**src/design/kgs_pkg.sv**
```systemverilog
// ----------------------------------------------------------------------------
// kgs_pkg: shared types and constants
// Payload structs, register indexes, operation codes and sequencer states for
// the gray-level k-means segmentation unit.
// ----------------------------------------------------------------------------
package kgs_pkg;

	localparam int unsigned MaxPixels   = 65536;
	localparam int unsigned MaxSegments = 16;
	localparam int unsigned PixelBits   = 8;
	localparam int unsigned FracBits    = 8;

	localparam int unsigned AddrBits  = $clog2(MaxPixels);
	localparam int unsigned TotalBits = AddrBits + 1;
	localparam int unsigned LabelBits = $clog2(MaxSegments);
	localparam int unsigned CentBits  = PixelBits + FracBits;
	localparam int unsigned SumBits   = 24;
	localparam int unsigned CountBits = 17;
	localparam int unsigned DivBits   = SumBits + FracBits;

	localparam logic [15:0]         LfsrTaps = 16'hB400;
	localparam logic [CentBits-1:0] HalfStep = 16'd128;

	typedef enum logic [1:0] {
		CFG_SEGMENT_COUNT   = 2'd0,
		CFG_ITERATION_LIMIT = 2'd1,
		CFG_RANDOM_SEED     = 2'd2
	} cfg_index_t;

	typedef enum logic {
		OP_LOAD = 1'b0,
		OP_READ = 1'b1
	} op_t;

	typedef struct packed {
		logic        op;
		logic [7:0]  pixel_value;
		logic        last_pixel;
		logic [15:0] read_position;
	} in_item_t;

	typedef struct packed {
		logic [3:0] segment_label;
		logic [7:0] segment_value;
		logic [7:0] passes_used;
		logic       converged;
	} out_item_t;

	typedef enum logic [3:0] {
		ST_IDLE,
		ST_SEED,
		ST_ASG_RD,
		ST_ASG_CMP,
		ST_UPD_START,
		ST_UPD_DIV,
		ST_UPD_EVAL,
		ST_UPD_END,
		ST_COPY,
		ST_RD_ADDR,
		ST_RD_OUT
	} state_t;

	// Handshake between the sequencer and the divider.
	typedef struct packed {
		logic busy;
		logic done;
	} div_status_t;

endpackage

```
**src/design/kgs_divider.sv**
```systemverilog
// ----------------------------------------------------------------------------
// kgs_divider: iterative restoring divider
// Produces one quotient bit per cycle; the result is the truncated quotient.
// ----------------------------------------------------------------------------
module kgs_divider import kgs_pkg::*; (
	input  logic                  clk,
	input  logic                  arst_n,
	input  logic                  start,
	input  logic [DivBits-1:0]    dividend,
	input  logic [CountBits-1:0]  divisor,
	output div_status_t           status,
	output logic [CentBits-1:0]   quotient
);

	localparam int unsigned CntBits = $clog2(DivBits + 1);

	logic [CountBits-1:0] rem_q;
	logic [DivBits-1:0]   quo_q;
	logic [CountBits-1:0] div_q;
	logic [CntBits-1:0]   cnt_q;
	logic                 busy_q;
	logic                 done_q;
	logic [CountBits:0]   trial;
	logic [CountBits:0]   diff;
	logic                 fits;

	always_comb begin
		trial = {rem_q, quo_q[DivBits-1]};
		diff  = trial - {1'b0, div_q};
		fits  = (trial >= {1'b0, div_q});
	end

	always_ff @(posedge clk or negedge arst_n) begin
		if (!arst_n) begin
			busy_q <= 1'b0;
			done_q <= 1'b0;
			cnt_q  <= '0;
		end else begin
			done_q <= 1'b0;
			if (start) begin
				busy_q <= 1'b1;
				cnt_q  <= CntBits'(DivBits);
			end else if (busy_q) begin
				cnt_q <= cnt_q - 1'b1;
				if (cnt_q == CntBits'(1)) begin
					busy_q <= 1'b0;
					done_q <= 1'b1;
				end
			end
		end
	end

	always_ff @(posedge clk) begin
		if (start) begin
			rem_q <= '0;
			quo_q <= dividend;
			div_q <= divisor;
		end else if (busy_q) begin
			rem_q <= fits ? diff[CountBits-1:0] : trial[CountBits-1:0];
			quo_q <= {quo_q[DivBits-2:0], fits};
		end
	end

	assign status.busy = busy_q;
	assign status.done = done_q;
	assign quotient    = quo_q[CentBits-1:0];

endmodule

```
**config.mk**
```make
export PLATFORM = sky130hd
export DESIGN_NAME = kgs_divider
export DESIGN_NICKNAME = d
export VERILOG_FILES = /design/src/design/kgs_pkg.sv /design/src/design/kgs_divider.sv
export SDC_FILE = /design/constraint.sdc
export NUM_CORES = 1
export LEC_CHECK = 0
export BUFFER_PORTS_ARGS = -buffer_cell sky130_fd_sc_hd__clkbuf_2
export CORE_MARGIN = 8
export CORE_UTILIZATION = 40
export CTS_CLUSTER_DIAMETER = 80
export DETAILED_ROUTE_END_ITERATION = 10
export HOLD_SLACK_MARGIN = 0.12
export SETUP_SLACK_MARGIN = 0.4
export SKIP_CTS_REPAIR_TIMING = 1
export SYNTH_ARGS = -nofsm -noshare
export SYNTH_HDL_FRONTEND = slang
export SYNTH_SLANG_ARGS = --single-unit
```
**constraint.sdc**
```tcl
create_clock -name clk -period 3.65 [get_ports clk]
set_clock_uncertainty 0.05 [all_clocks]
set_input_delay 0.1825 -clock clk [delete_from_list [all_inputs] [get_ports clk]]
set_output_delay 0.1825 -clock clk [all_outputs]
set_load 0.01 [all_outputs]
```
-- Yosys cells after proc, flatten, opt, wreduce, memory -nomap -nowiden
Index checks and enable logic that the tools add are counted.
- register bits: 74
- bits of input ports: 52
- add/subtract/negate cells: 2
- magnitude comparators: 1
- equal/unequal tests: 1
- mux-type cells: 11
- reductions and logical operators: 1
- operators by type and width (operator ; count):
    $mux 32 ; 2
    $ge 18x17->1 ; 1
    $mux 17 ; 1
    $sub 17x17->17 ; 1
    $mux 6 ; 2
    $eq 6x1->1 const B ; 1
    $mux 1 ; 6
    $sub 6x1->6 const B ; 1
    $reduce_bool 2->1 ; 1

-- Depth between registers and ports, before layout
Gate-level depths: netlist of run 1.
- depth in word-level cells: 4
- depth in mapped cells: 11
- depth with buffers taken out: 11

-- Least setup slack after synthesis of run 1
OpenSTA, ideal clock, no wires.
- path type: register -> register
- start: register quo_q[31]
- end: register quo_q[0] (data pin)
- library setup time: 260 ps
- data arrival time: 2429 ps
- path slack: 911 ps
- stages on the path, launching flop included: 11
- period minus slack after synthesis: 2739 ps
- cells stage by stage: edfxtp_1 -> inv_1 -> ha_1 -> inv_1 -> fa_1 -> a21o_1 -> a311o_1 -> a211oi_2 -> o31ai_2 -> buf_6 -> mux2_2
- longest elaborated chain between the ends: 3
- ends and longest elaborated chain (what ; line ; text):
    from (decl) ; kgs_divider.sv:18 ; logic [DivBits-1:0] quo_q;
    from (signal assigned) ; kgs_divider.sv:56 ; quo_q <= dividend;
    from (signal assigned) ; kgs_divider.sv:60 ; quo_q <= {quo_q[DivBits-2:0], fits};
    $ge 18x17->1 ; kgs_divider.sv:30 ; fits = (trial >= {1'b0, div_q});
    $mux 32 ; kgs_divider.sv:58 ; end else if (busy_q) begin
    $mux 32 ; kgs_divider.sv:54 ; if (start) begin
No other way between the ends. The select of a mux whose other input is x is not followed.
A chain may end at the register's enable or synchronous reset.

-- Worst setup path after layout of run 1
Ends and elaborated chain as after synthesis.

==> results of run 1 <==
==> sequential cells by signal, summed over array words and instances (netlist names) <==
name,flops
div_q,17
rem_q,17
busy_q,1
quo_q,32
done_q,1
cnt_q,6
==> synth_stat cells (2+ instances only) <==
cell type	instances	area, µm²
a211oi_1	6	45.0
a21o_1	5	37.5
a21oi_1	16	80.1
a311oi_2	8	120
a31oi_1	2	12.5
and2_1	3	18.8
and3_1	3	18.8
buf_1	2	7.51
buf_2	2	10.0
buf_4	18	135
buf_6	3	33.8
clkbuf_1	8	30.0
dfrtp_1	8	200
dfxtp_1	17	340
edfxtp_1	49	1470
ha_1	19	238
inv_1	23	86.3
mux2_2	32	360
nand2_1	35	131
nand2b_1	4	25.0
nand3_1	6	30.0
nand4_1	2	12.5
nand4b_1	2	17.5
nor2_1	29	109
nor3_1	7	35.0
nor4_1	2	12.5
o211ai_1	4	30.0
o21a_1	6	45.0
o21ai_0	3	15.0
o21ai_1	4	20.0
o221ai_1	3	26.3
xnor2_1	13	114
xor2_1	4	35.0
==> layer usage <==
layer,vias up,GRT usage,share of wire
li1,1515,-,-
met1,1431,0.159,0.45
met2,76,0.198,0.48
met3,9,0.0498,0.056
met4,0,0.0418,0.012
met5,-,0,0
==> report_power, final <==
part | leakage (nW) | total, mW | internal (mW) | switching, mW
sequential | 0.742 | 1.23 | 1.10 | 0.129
combinational | 1.37 | 1.42 | 0.653 | 0.769
clock | 0.0818 | 0.578 | 0.250 | 0.328
total | 2.19 | 3.23 | 2.00 | 1.23
==> cell type report <==
| cell class | instances | area [µm²] |
|---|---|---|
| Tap cell | 136 | 170 |
| Fill cell | 928 | 5020 |
| Multi-Input combinational cell | 237 | 1790 |
| Timing Repair Buffer | 124 | 883 |
| Clock buffer | 9 | 124 |
| Sequential cell | 74 | 2010 |
| Clock inverter | 7 | 53.8 |
| Inverter | 23 | 86.3 |
==> stage by stage <==
step	utilization	hold WS (ns)
global placement	0.438	-0.00973
floorplan	-	-0.163
global route	0.505	0.173
finish	0.505	0.160
detailed placement	0.438	-0.00810
CTS	0.456	-0.399
==> cells by family (layout without fill, tap and decap cells) <==
logic type,after synthesis,count (layout),synth area share
mux,33,33,0.0902
flops,74,74,0.490
xor+xnor,17,17,0.0363
buf+inv,56,163,0.0738
simple gates,94,94,0.102
compound gates,73,73,0.145
fa+ha+maj,20,20,0.0628
==> worst max-delay path by stage <==
stage                    from        to  cells past startpoint
floorplan           quo_q[31]  quo_q[0]                     10
global placement    quo_q[31]  quo_q[0]                     10
CTS                 quo_q[31]  quo_q[0]                     10
finish              quo_q[31]  quo_q[0]                     10
detailed placement  quo_q[31]  quo_q[0]                     10
global route        quo_q[31]  rem_q[6]                     12
==> worst max-delay path: stages, from the launching register on <==
cell,delay [ns]
edfxtp_1,0.39
inv_1,0.07
ha_1,0.15
inv_1,0.05
fa_1,0.39
a21o_1,0.22
a311o_1,0.39
a211oi_2,0.31
o31ai_2,0.18
buf_4,0.23
mux2_2,0.26
==> results.yml, run 1 <==
power:
  p_per_area_nw_per_um2: 630
  total_power_mw: 3.23
  power_leakage_nw: 2.19
  ir_drop_uv: 288
cells_and_area:
  drive_gt1_frac: 0.289
  final_cell_mix: "68 x clkbuf_2, 50 x dlygate4sd3_1, 49 x edfxtp_1"
  mostFrequentLayoutCell: "clkbuf_2"
  syn_to_final_growth_pct: 24.7
  fin_area_um2: 5120
  layout.cells.non_filler: 610
  n_antenna_cell: 0
  layout.nets: 541
setup_path:
  worstReg2RegStart: "quo_q[31]"
  r2r-end: "quo_q[0]"
  critPathArrivalTime_ns: 2.99
  endpoint_kind: "flop"
  cp.required_ns: 3.71
  start_kind: "flop"
  worstSetupPathType: "flop to flop"
  reg2reg_slack_ns: 0.72
  cp_max_fo: 12
  r2r_cells: 10
drt:
  wl_per_cell_um: 14.3
  vias: 3031
  drtIter0Drc: 104
  postRouteAntennaNets: 0
  drt-pass1-iter-count: 4
  routed_wirelength_um: 8750
  drc_errors: 0
  viasPerCell: 4.97
synth:
  avgSynthCellArea_um2: 11.2
  synthesis.area_um2: 4100
  synth_nets: 439
  synth_flop_cell: "edfxtp_1"
  synth_enable_flop_cells: 49
  synth-seq-cells: 74
  ys_types: 52
  ys_async_sr_fraction: 0.108
  syn-instance-count: 367
  ys_warn_count: 0
  ys_seq_area_frac: 0.490
timing:
  slew_headroom: 0.645
  finalMaxSlewViolations: 0
  worst_pin_slew_ns: 0.531
  rsz0062_at_grt: "no"
  setup_ws_ns: 0.722
  finalCritPeriodShare: 0.802
  fin_tns_setup_ns: 0
  hold_viol: 0
  fin_crit_ns: 2.93
  setup_viol: 0
  max_freq_ghz: 0.342
global_routing:
  grtUsageTotal: 0.127
  grt_overflow: 0
  grt_max_degree: 38
  antenna_found_initial: 0
  grt_pass1_vias: 2850
  grt_pass1_wl_um: 13400
place:
  dp_hpwl_um: 5830
  place_ws_ns: 0.710
  gp_congestion: 0.838
  io_buffers: 69
  dpl_cell_area_um2: 4440
  dp_cells: 544
clock_network:
  cts_root_buf: "clkbuf_8"
  clk_pin_slew_ns: 0.08
  cts_buffers: 9
  cts_tree: "done"
  clock_path_buffers: 2
  htreeDepth: 3
  clock-sinks: 74
  clk_latency_ns: 0.36
floorplanning:
  start_util: 0.405
  num_io_pins: 70
  die_h_um: 117
  core-area_um2: 10100
  dieArea_um2: 13800
  die_w_um: 117
  rows: 37
flow_run:
  cap_violations: 0
run_status:
  status: "completed"
min_path:
  holdCritPathClass: "input pin to async pin"
No activity file was read; power rests on OpenSTA's default activity.
==> run 2: changes to the inputs <==
Clock period 3.65 ns to 2.6 ns, I/O delays scaled along.
==> results.yml, run 2 (same netlist as run 1, synthesis figures left out) <==
power:
  swShare: 0.374
  total_power_mw: 5.16
  switchingPower_mw: 1.93
  internal_power_mw: 3.23
  combPwrFrac: 0.461
  p_per_area_nw_per_um2: 961
  p_clk_frac: 0.202
  pwr-share-seq: 0.336
  power_leakage_nw: 2.33
  ir_drop_uv: 441
setup_path:
  cp.required_ns: 2.78
  start_kind: "flop"
  worstSetupPathType: "flop to flop"
  reg2reg_slack_ns: -0.05
  critPathArrivalTime_ns: 2.83
  cp_max_fo: 5
  r2r-end: "rem_q[16]"
  worstReg2RegStart: "quo_q[31]"
  startpoint: "quo_q[31]"
  r2r_cells: 13
  endpoint_kind: "flop"
place:
  dp_cells: 551
  io_buffers: 69
  place_ws_ns: -0.0563
  gp_congestion: 0.831
  dpl_cell_area_um2: 4530
  dp_hpwl_um: 6090
timing:
  rsz0062_at_grt: "yes"
  fin_crit_ns: 2.65
  hold_viol: 0
  slew_headroom: 0.642
  finalMaxSlewViolations: 0
  worst_pin_slew_ns: 0.536
  finalCritPeriodShare: 1.02
  setup_ws_ns: -0.0535
  holdWs_ns: 0.105
  setup_viol: 3
  max_freq_ghz: 0.377
  fin_tns_setup_ns: -0.124
cells_and_area:
  fin_area_um2: 5370
  regMostFlops: "quo_q"
  drive_gt1_frac: 0.331
  largest_register_ffs: 32
  final_util: 0.530
  n_antenna_cell: 0
  syn_to_final_growth_pct: 30.9
  mostFrequentLayoutCell: "clkbuf_2"
  final_cell_mix: "68 x clkbuf_2, 50 x dlygate4sd3_1, 49 x edfxtp_1"
  largestRegisters: "quo_q x32, div_q x17, rem_q x17"
  layout.nets: 553
  layout.cells.non_filler: 622
drt:
  drc_errors: 0
  vias: 3137
  wl_met2_um: 4810
  drtIter0Drc: 167
  top_layer_used: "met4"
  drt-pass1-iter-count: 4
  wl_met1_um: 4060
  wl_per_cell_um: 15.1
  viasPerCell: 5.04
  routed_wirelength_um: 9400
  met3_length_um: 381
  postRouteAntennaNets: 0
global_routing:
  grt_max_degree: 72
  grt_pass1_vias: 3001
  antenna_found_initial: 0
  grt_overflow: 0
  grtUsageTotal: 0.130
  grt_pass1_wl_um: 13900
floorplanning:
  core-area_um2: 10100
  start_util: 0.405
  die_h_um: 117
  rows: 37
  num_io_pins: 70
  die_w_um: 117
  dieArea_um2: 13800
clock_network:
  clock-sinks: 74
  cts_buffers: 9
  htreeDepth: 3
  cts_root_buf: "clkbuf_8"
  clk_latency_ns: 0.36
  clk_pin_slew_ns: 0.09
  cts_tree: "done"
  clock_path_buffers: 2
min_path:
  holdCritPathClass: "input pin to async pin"
flow_run:
  cap_violations: 0
run_status:
  violations: "negative setup slack"
  status: "finished, violations left"
==> run 2: per-layer routing <==
layer | GRT usage | up-vias
met3 | 0.0318 | 12
met2 | 0.220 | 68
met5 | 0 | -
met1 | 0.158 | 1504
met4 | 0.0461 | 0
li1 | - | 1553
==> run 2: how the worst max path moves through the flow <==
stage           endpoint  slack, ns  depth (start not counted)
5_1_grt        rem_q[15]      -0.13                         12
6_report       rem_q[16]      -0.05                         13
3_5_place_dp    rem_q[2]      -0.06                         11
2_1_floorplan   quo_q[0]      -0.09                         10
4_1_cts         rem_q[2]      -0.11                         11
3_3_place_gp    quo_q[0]      -0.03                         10
==> run 2: final cells by class <==
cell class,instances,area (µm²)
Clock inverter,7,108
Tap cell,136,170
Timing Repair Buffer,134,987
Sequential cell,74,2010
Inverter,23,86.3
Multi-Input combinational cell,239,1890
Clock buffer,9,124
Fill cell,887,4770
==> run 2: worst max-delay path: stages (launching register included) <==
cell	delay, ns
edfxtp_1	0.41
inv_1	0.08
ha_2	0.17
inv_2	0.04
fa_2	0.34
a21o_1	0.21
a311o_1	0.29
a211oi_2	0.18
buf_4	0.19
o31ai_4	0.10
buf_6	0.16
buf_4	0.13
nand3_4	0.08
o221ai_2	0.10
==> run 2: power groups by stage <==
| stage | registers [mW] | clock network, mW | logic (mW) |
|---|---|---|---|
| CTS | 1.73 | 1.08 | 2.08 |
| detailed placement | 1.75 | 0 | 2.06 |
| global route | 1.77 | 1.10 | 2.62 |
| global placement | 1.75 | 0 | 2.03 |
| floorplan | 1.70 | 0 | 1.68 |
| finish | 1.74 | 1.04 | 2.38 |
==> run 3: changes to the inputs <==
Clock period 2.6 ns to 2.65 ns, I/O delays scaled along.
==> results.yml, run 3 (same netlist as run 1, synthesis figures left out) <==
timing:
  fin_crit_ns: 2.61
  setup_ws_ns: 0.0416
  max_freq_ghz: 0.383
  finalMaxSlewViolations: 0
  finalCritPeriodShare: 0.984
  setup_viol: 0
  holdWs_ns: 0.249
  worst_pin_slew_ns: 0.558
  rsz0062_at_grt: "yes"
  hold_viol: 0
  slew_headroom: 0.627
cells_and_area:
  fillers: 879
  syn_to_final_growth_pct: 31.1
  regMostFlops: "quo_q"
  layout.nets: 551
  final_cell_mix: "68 x clkbuf_2, 51 x dlygate4sd3_1, 49 x edfxtp_1"
  drive_gt1_frac: 0.339
  largestRegisters: "quo_q x32, div_q x17, rem_q x17"
  layout.cells.non_filler: 620
  mostFrequentLayoutCell: "clkbuf_2"
  largest_register_ffs: 32
  n_antenna_cell: 0
clock_network:
  clk_latency_ns: 0.36
  cts_tree: "done"
  cts_buffers: 9
  cts_root_buf: "clkbuf_8"
  htreeDepth: 3
  clk_pin_slew_ns: 0.09
  clock-sinks: 74
  clock_path_buffers: 2
drt:
  top_layer_used: "met4"
  wl_per_cell_um: 15.5
  postRouteAntennaNets: 0
  vias: 3159
  wl_met2_um: 4700
  drtIter0Drc: 161
  wl_met1_um: 4140
  met3_length_um: 549
  drt-pass1-iter-count: 4
  viasPerCell: 5.10
  drc_errors: 0
  routed_wirelength_um: 9590
place:
  place_ws_ns: -0.0637
  io_buffers: 69
  gp_congestion: 0.829
  dp_hpwl_um: 6170
  dp_cells: 548
floorplanning:
  dieArea_um2: 13800
  die_h_um: 117
  core-area_um2: 10100
  die_w_um: 117
  num_io_pins: 70
  rows: 37
  start_util: 0.405
setup_path:
  endpoint_kind: "flop"
  start_kind: "flop"
  worstSetupPathType: "flop to flop"
  cp_max_fo: 8
  critPathArrivalTime_ns: 2.83
  cp.required_ns: 2.87
global_routing:
  grt_pass1_vias: 3042
  grt_max_degree: 72
  antenna_found_initial: 0
  grtUsageTotal: 0.135
  grt_overflow: 0
  grt_pass1_wl_um: 14400
min_path:
  holdCritPathClass: "input pin to flop"
power:
  total_power_mw: 5.05
  ir_drop_uv: 436
  power_leakage_nw: 2.32
  p_per_area_nw_per_um2: 938
run_status:
  status: "completed"
flow_run:
  cap_violations: 0
run 3: cell count changes in the layout (fill, tap and decap cells not counted), moves of 2 or more:
cell / change
nand2_2: +4
inv_8: -2
ha_2: -2
clkinv_4: +3
buf_4: -5
nand2_1: -4
run 3: path summary, 6_finish.rpt:
check                          start   endpoint  slack, ns  depth (start not counted)
setup / recovery           quo_q[31]   rem_q[2]       0.04                         11
hold / removal                 start  rem_q[14]       0.25                          3
setup reg to reg           quo_q[31]   rem_q[2]       0.04                         11
hold reg to reg            rem_q[15]  rem_q[15]       0.47                          2
max in group asynchronous     arst_n   cnt_q[1]       1.60                          3
min in group asynchronous     arst_n   cnt_q[2]       0.69                          3
run 3: report_power, final:
group	leakage [nW]	total, mW	switching (mW)	internal (mW)
combinational	1.48	2.43	1.28	1.15
clock	0.0998	0.912	0.471	0.441
sequential	0.742	1.71	0.193	1.51
run 3: metrics by stage:
step           cell area [µm²]  TNS, ns   util
3_5_place_dp              4510   -0.287  0.445
4_1_cts                   4710   -0.693  0.464
6_report                  5380        0  0.531
5_1_grt                   5380   -0.650  0.531
2_1_floorplan             4120  -0.0405      -
3_3_place_gp              4510        0  0.445
run 3: final cells by class:
type | instances | area, µm² | share of cell area
inverter | 23 | 86.3 | 0.0160
clock buffer | 9 | 124 | 0.0230
timing repair buffer | 132 | 991 | 0.184
clock inverter | 7 | 77.6 | 0.0144
sequential | 74 | 2010 | 0.374
tap | 136 | 170 | 0.0316
multi-input combinational | 239 | 1920 | 0.357
run 3: critical path: stages (launching register included):
cell	delay [ns]
edfxtp_1	0.42
inv_2	0.09
ha_4	0.13
inv_2	0.03
fa_2	0.35
a21o_1	0.21
a311o_1	0.30
a211oi_2	0.21
buf_6	0.17
o31a_4	0.21
nor2_1	0.08
o41ai_2	0.26
run 3: per-layer routing:
layer,vias to the layer above,global-route usage
li1,1542,-
met1,1508,0.168
met2,92,0.214
met3,17,0.0452
met4,0,0.0520
met5,-,0
